$ cat config.mk
export PLATFORM = sky130hd
export DESIGN_NAME = recurrence_line_length_histogram_top
export DESIGN_NICKNAME = d
export VERILOG_FILES = /design/src/rqa_pkg.sv /design/src/rqa_step_unit.sv /design/src/rqa_vmem.sv /design/src/recurrence_line_length_histogram_top.sv
export SDC_FILE = /design/constraint.sdc
export NUM_CORES = 2
export LEC_CHECK = 0
export BUFFER_PORTS_ARGS = -buffer_cell sky130_fd_sc_hd__buf_4
export CAP_MARGIN = 10
export CORE_MARGIN = 3
export CORE_UTILIZATION = 40
export CTS_CLUSTER_DIAMETER = 80
export CTS_CLUSTER_SIZE = 40
export DETAILED_ROUTE_END_ITERATION = 7
export HOLD_SLACK_MARGIN = 0.05
export PLACE_DENSITY = 0.57
export SLEW_MARGIN = 20
export SYNTH_ARGS = -nofsm -noshare
export SYNTH_HDL_FRONTEND = slang
export SYNTH_HIERARCHICAL = 1
export SYNTH_SLANG_ARGS = --single-unit
$ cat constraint.sdc
create_clock -name clk -period 7.8 [get_ports clk]
set_clock_uncertainty 0.05 [all_clocks]
set_input_delay 0.39 -clock clk [delete_from_list [all_inputs] [get_ports clk]]
set_output_delay 0.39 -clock clk [all_outputs]
set_load 0.01 [all_outputs]
$ cat src/rqa_pkg.sv
// Shared widths, codes and types for the recurrence line-length histogram block.
`default_nettype none

package rqa_pkg;

    localparam int ROW_W   = 32;
    localparam int SIZE_W  = 6;
    localparam int LEN_W   = 6;
    localparam int HIST_W  = 11;
    localparam int TDATA_W = 32;
    localparam int PAD_W   = TDATA_W - LEN_W - 2 * HIST_W;

    localparam logic [HIST_W-1:0] HIST_MAX = 11'd2047;

    localparam logic KIND_VERT = 1'b0;
    localparam logic KIND_DIAG = 1'b1;

    typedef enum logic [7:0] {
        ST_IDLE      = 8'b0000_0001,
        ST_RUN_RD    = 8'b0000_0010,
        ST_RUN_UPD   = 8'b0000_0100,
        ST_BIN_UPD   = 8'b0000_1000,
        ST_EMIT_RDD  = 8'b0001_0000,
        ST_EMIT_RDV  = 8'b0010_0000,
        ST_EMIT_LOAD = 8'b0100_0000,
        ST_EMIT_WAIT = 8'b1000_0000
    } state_t;

    typedef struct packed {
        logic clear;
        logic wr_en;
    } mem_ctl_t;

endpackage

`default_nettype wire

$ cat src/rqa_step_unit.sv
// Shared run and bin update unit: advances one run and saturates one histogram bin.
`default_nettype none

module rqa_step_unit
    import rqa_pkg::*;
#(
    parameter int MAX_SIZE = 32,
    parameter int CNT_W    = 6
)
(
    input  wire logic [CNT_W-1:0]  run_in,
    input  wire logic              rec_flag,
    input  wire logic              last_in,
    input  wire logic [HIST_W-1:0] bin_in,
    output logic [CNT_W-1:0]       run_out,
    output logic                   bump,
    output logic [CNT_W-1:0]       bump_len,
    output logic [HIST_W-1:0]      bin_out
);

    logic [CNT_W-1:0] run_inc;

    always_comb
    begin
        if (run_in < CNT_W'(MAX_SIZE))
        begin
            run_inc = run_in + CNT_W'(1);
        end
        else
        begin
            run_inc = run_in;
        end

        if (rec_flag)
        begin
            bump_len = run_inc;
            bump     = last_in;
            run_out  = last_in ? '0 : run_inc;
        end
        else
        begin
            bump_len = run_in;
            bump     = (run_in != '0);
            run_out  = '0;
        end

        if (bin_in < HIST_MAX)
        begin
            bin_out = bin_in + HIST_W'(1);
        end
        else
        begin
            bin_out = bin_in;
        end
    end

endmodule

`default_nettype wire

$ cat src/rqa_vmem.sv
// Single-write, single-read store with registered read and per-entry valid bits.
`default_nettype none

module rqa_vmem
    import rqa_pkg::*;
#(
    parameter int DEPTH = 32,
    parameter int WIDTH = 8,
    parameter int AW    = 5
)
(
    input  wire logic             clk,
    input  wire logic             rst_n,
    input  wire mem_ctl_t         ctl,
    input  wire logic [AW-1:0]    wr_addr,
    input  wire logic [WIDTH-1:0] wr_data,
    input  wire logic [AW-1:0]    rd_addr,
    output logic [WIDTH-1:0]      rd_data
);

    logic [WIDTH-1:0] mem [DEPTH];
    logic [DEPTH-1:0] valid_reg;
    logic [WIDTH-1:0] rd_data_reg;
    logic             rd_valid_reg;

    always_ff @(posedge clk)
    begin
        if (ctl.wr_en)
        begin
            mem[wr_addr] <= wr_data;
        end
        rd_data_reg <= mem[rd_addr];
    end

    always_ff @(posedge clk or negedge rst_n)
    begin
        if (!rst_n)
        begin
            valid_reg    <= '0;
            rd_valid_reg <= 1'b0;
        end
        else
        begin
            rd_valid_reg <= valid_reg[rd_addr];
            if (ctl.clear)
            begin
                valid_reg <= '0;
            end
            else if (ctl.wr_en)
            begin
                valid_reg[wr_addr] <= 1'b1;
            end
        end
    end

    assign rd_data = rd_valid_reg ? rd_data_reg : '0;

endmodule

`default_nettype wire

$ cat src/recurrence_line_length_histogram_top.sv
// Top level: row sequencer, run and histogram stores, and result output register.
`default_nettype none

// Takes a binary recurrence matrix one row per beat and builds the vertical and
// diagonal line-length histograms. Each row visits columns 0..n-1 in turn, and each
// column makes a vertical pass and a diagonal pass through the one shared update unit:
// each pass reads the run store (ST_RUN_RD), writes it back (ST_RUN_UPD) and, when a
// run ends, bumps its histogram bin (ST_BIN_UPD), serialised by the single read port of
// the run store and of the histogram store, both with registered reads. The last row is
// followed by n result beats, one per line length 1..n, each read from both histograms
// and held through any output stall; tlast marks length n. Histograms and runs clear
// after the last result and on every size write, so no clearing pass follows reset.
module recurrence_line_length_histogram_top
    import rqa_pkg::*;
#(
    parameter int MAX_SIZE = 32
)
(
    input  wire logic               clk,
    input  wire logic               rst_n,
    input  wire logic               s_tvalid,
    output logic                    s_tready,
    input  wire logic [TDATA_W-1:0] s_tdata,   // [31:0] row_bits
    output logic                    m_tvalid,
    input  wire logic               m_tready,
    output logic [TDATA_W-1:0]      m_tdata,   // [5:0] line_length, [16:6] diagonal_count,
                                               // [27:17] vertical_count, [31:28] zero
    output logic                    m_tlast,   // last_bin
    input  wire logic               cfg_valid,
    output logic                    cfg_ready,
    input  wire logic [SIZE_W-1:0]  cfg_data   // matrix_size
);

    localparam int CNT_W      = $clog2(MAX_SIZE + 1);
    localparam int IDX_W      = $clog2(MAX_SIZE);
    localparam int RUN_DEPTH  = 3 * MAX_SIZE - 1;
    localparam int RUN_AW     = $clog2(RUN_DEPTH);
    localparam int HIST_AW    = IDX_W + 1;
    localparam int HIST_DEPTH = 2 ** HIST_AW;

    state_t              state_reg, state_next;
    logic [SIZE_W-1:0]   size_reg;
    logic [ROW_W-1:0]    row_reg;
    logic [IDX_W-1:0]    row_cnt_reg, row_cnt_next;
    logic [IDX_W-1:0]    col_reg, col_next;
    logic                kind_reg, kind_next;
    logic [CNT_W-1:0]    len_reg, len_next;
    logic [HIST_AW-1:0]  bump_addr_reg;
    logic                m_valid_reg, m_valid_next;
    logic [HIST_W-1:0]   out_diag_reg;
    logic [HIST_W-1:0]   out_vert_reg;
    logic [LEN_W-1:0]    out_len_reg;
    logic                out_last_reg;

    logic [CNT_W-1:0]    size_n;
    logic [CNT_W-1:0]    size_nm1;
    logic                last_row;
    logic                last_col;
    logic [CNT_W:0]      diag_sum;
    logic [RUN_AW-1:0]   run_addr;
    logic [ROW_W-1:0]    row_shift;
    logic                cur_flag;
    logic                cur_last;
    logic                s_accept;
    logic                m_accept;
    logic                cfg_accept;
    logic                clear_matrix;

    logic [CNT_W-1:0]    run_rd_data;
    logic [HIST_W-1:0]   hist_rd_data;
    logic [HIST_AW-1:0]  hist_rd_addr;
    logic [HIST_AW-1:0]  unit_bin_addr;
    logic [CNT_W-1:0]    unit_run;
    logic                unit_bump;
    logic [CNT_W-1:0]    unit_len;
    logic [HIST_W-1:0]   unit_bin;
    mem_ctl_t            run_ctl;
    mem_ctl_t            hist_ctl;

    always_comb
    begin
        if (size_reg == '0)
        begin
            size_n = CNT_W'(1);
        end
        else if ({1'b0, size_reg} > (SIZE_W + 1)'(MAX_SIZE))
        begin
            size_n = CNT_W'(MAX_SIZE);
        end
        else
        begin
            size_n = CNT_W'(size_reg);
        end
    end

    assign size_nm1  = size_n - CNT_W'(1);
    assign last_row  = (CNT_W'(row_cnt_reg) == size_nm1);
    assign last_col  = (CNT_W'(col_reg) == size_nm1);
    assign diag_sum  = (CNT_W + 1)'(row_cnt_reg) + (CNT_W + 1)'(size_nm1)
                     - (CNT_W + 1)'(col_reg);
    assign run_addr  = (kind_reg == KIND_DIAG)
                     ? RUN_AW'(MAX_SIZE) + RUN_AW'(diag_sum)
                     : RUN_AW'(col_reg);
    assign row_shift = row_reg >> col_reg;
    assign cur_flag  = row_shift[0];
    assign cur_last  = last_row || ((kind_reg == KIND_DIAG) && last_col);

    assign s_tready     = (state_reg == ST_IDLE);
    assign cfg_ready    = 1'b1;
    assign s_accept     = s_tvalid && s_tready;
    assign m_accept     = m_valid_reg && m_tready;
    assign cfg_accept   = cfg_valid && cfg_ready;
    assign clear_matrix = cfg_accept
                       || ((state_reg == ST_EMIT_WAIT) && m_accept && out_last_reg);

    assign unit_bin_addr = {kind_reg, IDX_W'(unit_len - CNT_W'(1))};

    always_comb
    begin
        case (state_reg)
            ST_EMIT_RDD: hist_rd_addr = {KIND_DIAG, IDX_W'(len_reg - CNT_W'(1))};
            ST_EMIT_RDV: hist_rd_addr = {KIND_VERT, IDX_W'(len_reg - CNT_W'(1))};
            default:     hist_rd_addr = unit_bin_addr;
        endcase
    end

    assign run_ctl.clear  = clear_matrix;
    assign run_ctl.wr_en  = (state_reg == ST_RUN_UPD);
    assign hist_ctl.clear = clear_matrix;
    assign hist_ctl.wr_en = (state_reg == ST_BIN_UPD);

    rqa_vmem #(
        .DEPTH (RUN_DEPTH),
        .WIDTH (CNT_W),
        .AW    (RUN_AW)
    ) u_run_mem (
        .clk     (clk),
        .rst_n   (rst_n),
        .ctl     (run_ctl),
        .wr_addr (run_addr),
        .wr_data (unit_run),
        .rd_addr (run_addr),
        .rd_data (run_rd_data)
    );

    rqa_vmem #(
        .DEPTH (HIST_DEPTH),
        .WIDTH (HIST_W),
        .AW    (HIST_AW)
    ) u_hist_mem (
        .clk     (clk),
        .rst_n   (rst_n),
        .ctl     (hist_ctl),
        .wr_addr (bump_addr_reg),
        .wr_data (unit_bin),
        .rd_addr (hist_rd_addr),
        .rd_data (hist_rd_data)
    );

    rqa_step_unit #(
        .MAX_SIZE (MAX_SIZE),
        .CNT_W    (CNT_W)
    ) u_step (
        .run_in   (run_rd_data),
        .rec_flag (cur_flag),
        .last_in  (cur_last),
        .bin_in   (hist_rd_data),
        .run_out  (unit_run),
        .bump     (unit_bump),
        .bump_len (unit_len),
        .bin_out  (unit_bin)
    );

    always_comb
    begin
        state_next   = state_reg;
        row_cnt_next = row_cnt_reg;
        col_next     = col_reg;
        kind_next    = kind_reg;
        len_next     = len_reg;
        m_valid_next = m_valid_reg;

        case (state_reg)
            ST_IDLE:
            begin
                if (s_accept)
                begin
                    col_next   = '0;
                    kind_next  = KIND_VERT;
                    state_next = ST_RUN_RD;
                end
            end
            ST_RUN_RD:
            begin
                state_next = ST_RUN_UPD;
            end
            ST_RUN_UPD, ST_BIN_UPD:
            begin
                if ((state_reg == ST_RUN_UPD) && unit_bump)
                begin
                    state_next = ST_BIN_UPD;
                end
                else if (kind_reg == KIND_VERT)
                begin
                    kind_next  = KIND_DIAG;
                    state_next = ST_RUN_RD;
                end
                else
                begin
                    kind_next = KIND_VERT;
                    if (!last_col)
                    begin
                        col_next   = col_reg + IDX_W'(1);
                        state_next = ST_RUN_RD;
                    end
                    else if (last_row)
                    begin
                        len_next   = CNT_W'(1);
                        state_next = ST_EMIT_RDD;
                    end
                    else
                    begin
                        row_cnt_next = row_cnt_reg + IDX_W'(1);
                        state_next   = ST_IDLE;
                    end
                end
            end
            ST_EMIT_RDD:
            begin
                state_next = ST_EMIT_RDV;
            end
            ST_EMIT_RDV:
            begin
                state_next = ST_EMIT_LOAD;
            end
            ST_EMIT_LOAD:
            begin
                m_valid_next = 1'b1;
                state_next   = ST_EMIT_WAIT;
            end
            ST_EMIT_WAIT:
            begin
                if (m_accept)
                begin
                    m_valid_next = 1'b0;
                    if (out_last_reg)
                    begin
                        row_cnt_next = '0;
                        state_next   = ST_IDLE;
                    end
                    else
                    begin
                        len_next   = len_reg + CNT_W'(1);
                        state_next = ST_EMIT_RDD;
                    end
                end
            end
            default:
            begin
                state_next = ST_IDLE;
            end
        endcase

        if (cfg_accept)
        begin
            row_cnt_next = '0;
        end
    end

    always_ff @(posedge clk or negedge rst_n)
    begin
        if (!rst_n)
        begin
            state_reg   <= ST_IDLE;
            size_reg    <= SIZE_W'(32);
            row_cnt_reg <= '0;
            col_reg     <= '0;
            kind_reg    <= KIND_VERT;
            len_reg     <= '0;
            m_valid_reg <= 1'b0;
        end
        else
        begin
            state_reg   <= state_next;
            row_cnt_reg <= row_cnt_next;
            col_reg     <= col_next;
            kind_reg    <= kind_next;
            len_reg     <= len_next;
            m_valid_reg <= m_valid_next;
            if (cfg_accept)
            begin
                size_reg <= cfg_data;
            end
        end
    end

    always_ff @(posedge clk)
    begin
        if (s_accept)
        begin
            row_reg <= s_tdata[ROW_W-1:0];
        end
        if (state_reg == ST_RUN_UPD)
        begin
            bump_addr_reg <= unit_bin_addr;
        end
        if (state_reg == ST_EMIT_RDV)
        begin
            out_diag_reg <= hist_rd_data;
        end
        if (state_reg == ST_EMIT_LOAD)
        begin
            out_vert_reg <= hist_rd_data;
            out_len_reg  <= LEN_W'(len_reg);
            out_last_reg <= (len_reg == size_n);
        end
    end

    assign m_tvalid = m_valid_reg;
    assign m_tlast  = out_last_reg;
    assign m_tdata  = {{PAD_W{1'b0}}, out_vert_reg, out_diag_reg, out_len_reg};

`ifndef SYNTHESIS
    a_valid_only_waiting: assert property (@(posedge clk) disable iff (!rst_n)
        m_valid_reg |-> (state_reg == ST_EMIT_WAIT))
        else $error("result valid outside the emit wait state");

    a_row_in_range: assert property (@(posedge clk) disable iff (!rst_n)
        CNT_W'(row_cnt_reg) < size_n)
        else $error("row counter beyond matrix size");

    a_col_in_range: assert property (@(posedge clk) disable iff (!rst_n)
        (state_reg == ST_RUN_RD || state_reg == ST_RUN_UPD || state_reg == ST_BIN_UPD)
        |-> CNT_W'(col_reg) < size_n)
        else $error("column index beyond matrix size");

    a_len_in_range: assert property (@(posedge clk) disable iff (!rst_n)
        m_valid_reg |-> (len_reg != '0 && len_reg <= size_n))
        else $error("line length out of range");

    a_idle_after_last: assert property (@(posedge clk) disable iff (!rst_n)
        (m_valid_reg && m_tready && out_last_reg) |=> (s_tready && !m_valid_reg))
        else $error("block not idle after final result");
`endif

endmodule

`default_nettype wire

# After elaboration in Yosys (flattened, before gate mapping)
# Memories as Yosys holds them, arrays and structs flattened. A register that Yosys moved wholly into a read port is not among the register bits.
# Index checks and enable logic that the tools add are counted.
# totals
out_inout_bits,36
in_bits,43
n_memories,2
ramBits,1274
register_bits,260
# mem_list
name,depth,width,read_ports,rd_clocked_by_memory_dff,wr,line_no,source
u_hist_mem.mem,64,11,1,1,1,rqa_vmem.sv:21,logic [WIDTH-1:0] mem [DEPTH];
u_run_mem.mem,95,6,1,1,1,rqa_vmem.sv:21,
# op_classes
shift,1
muxes,62
add_sub_neg,11
bitwise_logic,2
reduce_logical,25
eq_ne,25
n_lt_le_gt_ge,8
# op_table
operator,n
two-way mux 95 bit,2
two-way mux 64 bit,2
bitwise OR 95 bit,1
two-way mux 5 bit,17
two-way mux 6 bit,12
bitwise OR 64 bit,1
one-hot mux 8 bit (7 select lines),1
>> shifter 32 x 5 -> 1 bit,1
one-hot mux 6 bit (2 select lines),2
two-way mux 11 bit,2
one-hot mux 5 bit (2 select lines),2
"!= test 3 bit, second input constant",6
two-way mux 8 bit,2
"< comparator 6 x 7 -> 1 bit, second input constant",2
"!= test 2 bit, second input constant",7
AND reduction 7 bit,2
two-way mux 1 bit,13
"adder 6 x 1 -> 6 bit, second input constant",2
equality test 5 x 6 -> 1 bit,2
"adder 11 x 1 -> 11 bit, second input constant",1
"< comparator 11 bit, second input constant",1
"adder 5 x 1 -> 5 bit, second input constant",2
nonzero test 2 bit,5
"subtractor 5 x 1 -> 5 bit, second input constant",2
other kinds (34),44

# Logic depth before layout (Yosys ltp)
# logic_depth
depth_word,15
ltp_mapped,23
depth_no_buf,19

# Modules after synthesis
# Netlist, hierarchy kept.
# by_module_without_submodules
module,n_inst,area_each_um2,cells_each,seq_area_each_um2
rqa_vmem (u_hist_mem),1,30091.4,1471,22987.0
rqa_vmem (u_run_mem),1,26584.2,1442,19638.8
recurrence_line_length_histogram_top,1,5033.6,385,2815.2
rqa_step_unit,1,536.8,80,0.0

# Least setup slack after synthesis
# OpenSTA, ideal clock, no wires.
# synth_path
path_type,reg2reg
from,register u_hist_mem.rd_valid_reg
to,memory u_hist_mem/mem[0][4] (netlist bit) (data pin)
arrival_ns,5.173
synth_period_minus_slack_ns,6.232
path_slack_ns,1.568
setup_ns,1.009
path_stages_with_launch,6
n_path_buf,1
required_time_ns,6.741
cell_sequence,dfrtp_1 clkbuf_1 and2_1 ha_1 inv_1 o311ai_0
# synth_via
elab_chain_len,3
elab_cells_between_ends,4
cone_classes,add/sub: 1; order compare: 1; mux: 2
# synth_rtl
element,line_no,source
from (decl),rqa_vmem.sv:24,logic rd_valid_reg;
from (signal assigned),rqa_vmem.sv:44,rd_valid_reg <= valid_reg[rd_addr];
two-way mux 11 bit *,rqa_vmem.sv:56,assign rd_data = rd_valid_reg ? rd_data_reg : '0;
via hist_rd_data[0],recurrence_line_length_histogram_top.sv:70,logic [HIST_W-1:0] hist_rd_data;
adder 11 x 1 -> 11 bit or < comparator 11 bit (tied branches),"rqa_step_unit.sv:49, rqa_step_unit.sv:47",
two-way mux 11 bit *,rqa_step_unit.sv:47,if (bin_in < HIST_MAX)
via unit_bin[4],recurrence_line_length_histogram_top.sv:76,logic [HIST_W-1:0] unit_bin;
to (decl),rqa_vmem.sv:21,
# Mark *: on every way through the listed nets, which the timed path passes. The rest lies on a longest branch.

# Final worst setup path
# layout_path
from,register col_reg[0]
to,register u_hist_mem.rd_valid_reg
# layout_via
elab_chain_len,6
# layout_rtl
element,line_no,source
from (decl),recurrence_line_length_histogram_top.sv:45,"logic [IDX_W-1:0] col_reg, col_next;"
from (signal assigned),recurrence_line_length_histogram_top.sv:286,col_reg <= col_next;
>> shifter 32 x 5 -> 1 bit,recurrence_line_length_histogram_top.sv:104,assign row_shift = row_reg >> col_reg;
via row_shift[0],recurrence_line_length_histogram_top.sv:61,logic [ROW_W-1:0] row_shift;
two-way mux 5 bit,rqa_step_unit.sv:34,if (rec_flag)
via unit_len[2],recurrence_line_length_histogram_top.sv:75,logic [CNT_W-1:0] unit_len;
subtractor 5 x 1 -> 5 bit,recurrence_line_length_histogram_top.sv:116,"assign unit_bin_addr = {kind_reg, IDX_W'(unit_len - CNT_W'(1))};"
via unit_bin_addr[3],recurrence_line_length_histogram_top.sv:72,logic [HIST_AW-1:0] unit_bin_addr;
one-hot mux 6 bit (2 select lines),recurrence_line_length_histogram_top.sv:120,case (state_reg)
via hist_rd_addr[3],recurrence_line_length_histogram_top.sv:71,logic [HIST_AW-1:0] hist_rd_addr;
binary-select mux 1 bit (select 6 bit),rqa_vmem.sv:44,
two-way mux 1 bit (not written as such),rqa_vmem.sv:44,
# The timed path passes the listed nets, and every way through them passes these cells. The select of a mux whose other input is x is not followed.
# A chain may end at the register's enable or synchronous reset.

==> impl_metrics.yaml <==
timing:
  fin_crit_sh_pct: 78.3
  hold_viol: 0
  fmax_ghz: 0.164
  setup_violations: 0
  finalCriticalPeriod_ns: 6.10
  tightest_slew_ns: 1.12
  timing.final.ws_setup_ns: 1.70
  timing.final.max_slew_violations: 0
  setup-tns-final_ns: 0
  slew_headroom_pct: 23.4
  rsz0062_at_grt: "no"
drt:
  via_count: 31400
  drt-total-wl_microns: 150000
  wire_per_inst_microns: 26.6
  drtPass1Iterations: 5
  vias_per_cell: 5.59
  ant_nets: 0
  drc: 0
  drt_iter0_drc: 3196
yosys:
  netlist_instances: 3377
  avgSynthCellArea_sq_um: 18.4
  netlist_area_sq_um: 62200
  ys.warnings.count: 6
power_and_ir_drop:
  internal-power_w: 0.0141
  worst_ir_drop_vdd_mv: 0.217
  clock_power_share_pct: 23.4
  power.share.sequential_pct: 47.0
  p_leak_nw: 23.1
  p_total_w: 0.0210
  p_per_area_nw_per_um2: 305
  p_sw_w: 0.00693
  power_frac_comb_pct: 29.6
  p_sw_share_pct: 33.0
critical_path:
  required_ns: 8.41
  end_kind: "flip-flop"
  reg2reg_slack_ns: 1.70
  crit_type: "flip-flop to flip-flop"
  crit_fanout: 14
  cp-start-kind: "flip-flop"
  cp_data_arrival_time_ns: 6.72
grt:
  grt_pass1_wl_microns: 222000
  grt_max_degree: 105
  antenna_found_initial: 2
  grt_usage_pct: 18.6
  grt_pass1_vias: 31200
  overflow: 0
floorplan:
  std_cell_rows: 144
  initial_core_util_pct: 40.3
  core_area_sq_um: 154000
  die_x_microns: 400
  dieArea_sq_um: 160000
  die_h_microns: 400
  num_io_pins: 79
cts:
  cts_buffers: 68
  insertion_delay_ns: 0.71
  cts_root_buffer: "clkbuf_16"
  cts-resized-gates: 0
  cts_buffer_depth: 3
  cts_max_level: 3
  clk_pin_slew_ns: 0.13
  clkSinkCount: 1551
  cts_tree: "built"
layout:
  largest_reg_flops: 704
  drive_gt1_share_pct: 21.3
  fin_util_pct: 44.6
  fill_cells: 13200
  design_area_sq_um: 68900
  nNetsFinal: 3580
  layout-area-overhead-vs-synth_pct: 10.6
job:
  maxCapViolCount: 0
place:
  dp_slack_ns: 1.71
  io_buffers: 73
  placed_cell_area_sq_um: 65600
  place_hpwl_microns: 93300
  gp_congestion: 0.842
run_status:
  status: "finished clean"
worst_hold_path:
  hold_class: "input pin to async pin"
[path summary, 6_finish.rpt]
| path | from | endpoint | cells past startpoint |
|---|---|---|---|
| worst max-delay path | col_reg[0] | u_hist_mem/rd_valid_reg | 16 |
| worst min-delay path | rst_n | u_hist_mem/valid_reg[45] | 2 |
| worst max register to register | col_reg[0] | u_hist_mem/rd_valid_reg | 16 |
| worst min register to register | u_run_mem/valid_reg[46] | u_run_mem/valid_reg[46] | 2 |
| max in group asynchronous | rst_n | u_run_mem/valid_reg[15] | 3 |
| min in group clk | s_tdata[7] | row_reg[7] | 2 |
[worst max-delay path, cell delays in order, from the launching register on]
cell,delay [ns]
dfrtp_1,0.78
mux4_2,0.59
mux4_2,0.48
nand2_1,0.09
nand2_1,0.15
nor2b_1,0.22
nand2_1,0.13
xnor2_1,0.11
nor3_1,0.25
xor2_1,0.26
nor2_1,0.08
a21oi_1,0.59
inv_1,0.43
nand2_1,0.49
nor2_1,0.09
a2111oi_0,0.97
a22o_1,0.28
[layout by cell type, fill, tap and decap left out, types with 8 or more instances in the layout]
| cell | n |
|---|---|
| nand3b_1 | 12 |
| o221ai_1 | 29 |
| or3_1 | 8 |
| mux2_2 | 15 |
| o21ba_2 | 12 |
| ha_1 | 16 |
| nor3_1 | 12 |
| buf_4 | 184 |
| nand2b_1 | 29 |
| a2111oi_0 | 9 |
| mux4_2 | 348 |
| nand2_1 | 72 |
| dfrtp_1 | 191 |
| nor2b_1 | 20 |
| clkbuf_16 | 72 |
| a22o_1 | 14 |
| xnor2_1 | 18 |
| mux2i_1 | 104 |
| o21ai_0 | 33 |
| edfxtp_1 | 1341 |
| o21ai_1 | 9 |
| nand3_1 | 44 |
| mux4_1 | 14 |
| a22oi_1 | 17 |
| and3_1 | 8 |
| clkinv_16 | 9 |
| inv_1 | 30 |
| a21oi_1 | 32 |
| clkinv_8 | 9 |
| o22ai_1 | 35 |
| xor2_1 | 11 |
| dfxtp_1 | 17 |
| buf_12 | 10 |
| dlygate4sd3_1 | 48 |
| and2_1 | 27 |
| inv_6 | 9 |
| nor2_1 | 500 |
[per-layer routing]
layer / GRT usage (%) / wire length [microns]
met3: 2.63 / 8070
met4: 4.03 / 3250
met1: 26.1 / 63400
met2: 31.1 / 74900
met5: 0 / 13
[per-stage QoR]
stage | instances | hold slack, ns
after floorplan | 3381 | 0.0444
after global placement | 5439 | 0.423
after detailed placement | 5439 | 0.429
after CTS | 5613 | 0.256
after global routing | 5616 | 0.235
final | 5617 | 0.202
[layout make-up]
type / count / area, sq um / area share, %
flip-flops and latches: 1551 / 45400 / 66.0
well taps: 2044 / 2560 / 3.71
diodes: 1 / 2.50 / 0.00363
inverters: 32 / 120 / 0.174
clock buffers: 79 / 1880 / 2.73
repair buffers: 245 / 2130 / 3.10
multi-input cells: 1618 / 15900 / 23.1
clock inverters: 47 / 800 / 1.16
[power groups by stage]
stage	registers, W	logic [W]	clock network [W]
6_report	0.00987	0.00621	0.00491
5_1_grt	0.00988	0.00662	0.00533
2_1_floorplan	0.0100	0.00416	0
4_1_cts	0.00987	0.00630	0.00505
3_3_place_gp	0.0101	0.00624	0
3_5_place_dp	0.0101	0.00627	0
[timing repair]
action	4_1_cts	5_1_grt
hold buffers	48	0
endpoints found under the hold margin	132	0
buffers inserted	0	0
(Power assumes the default switching activity.)
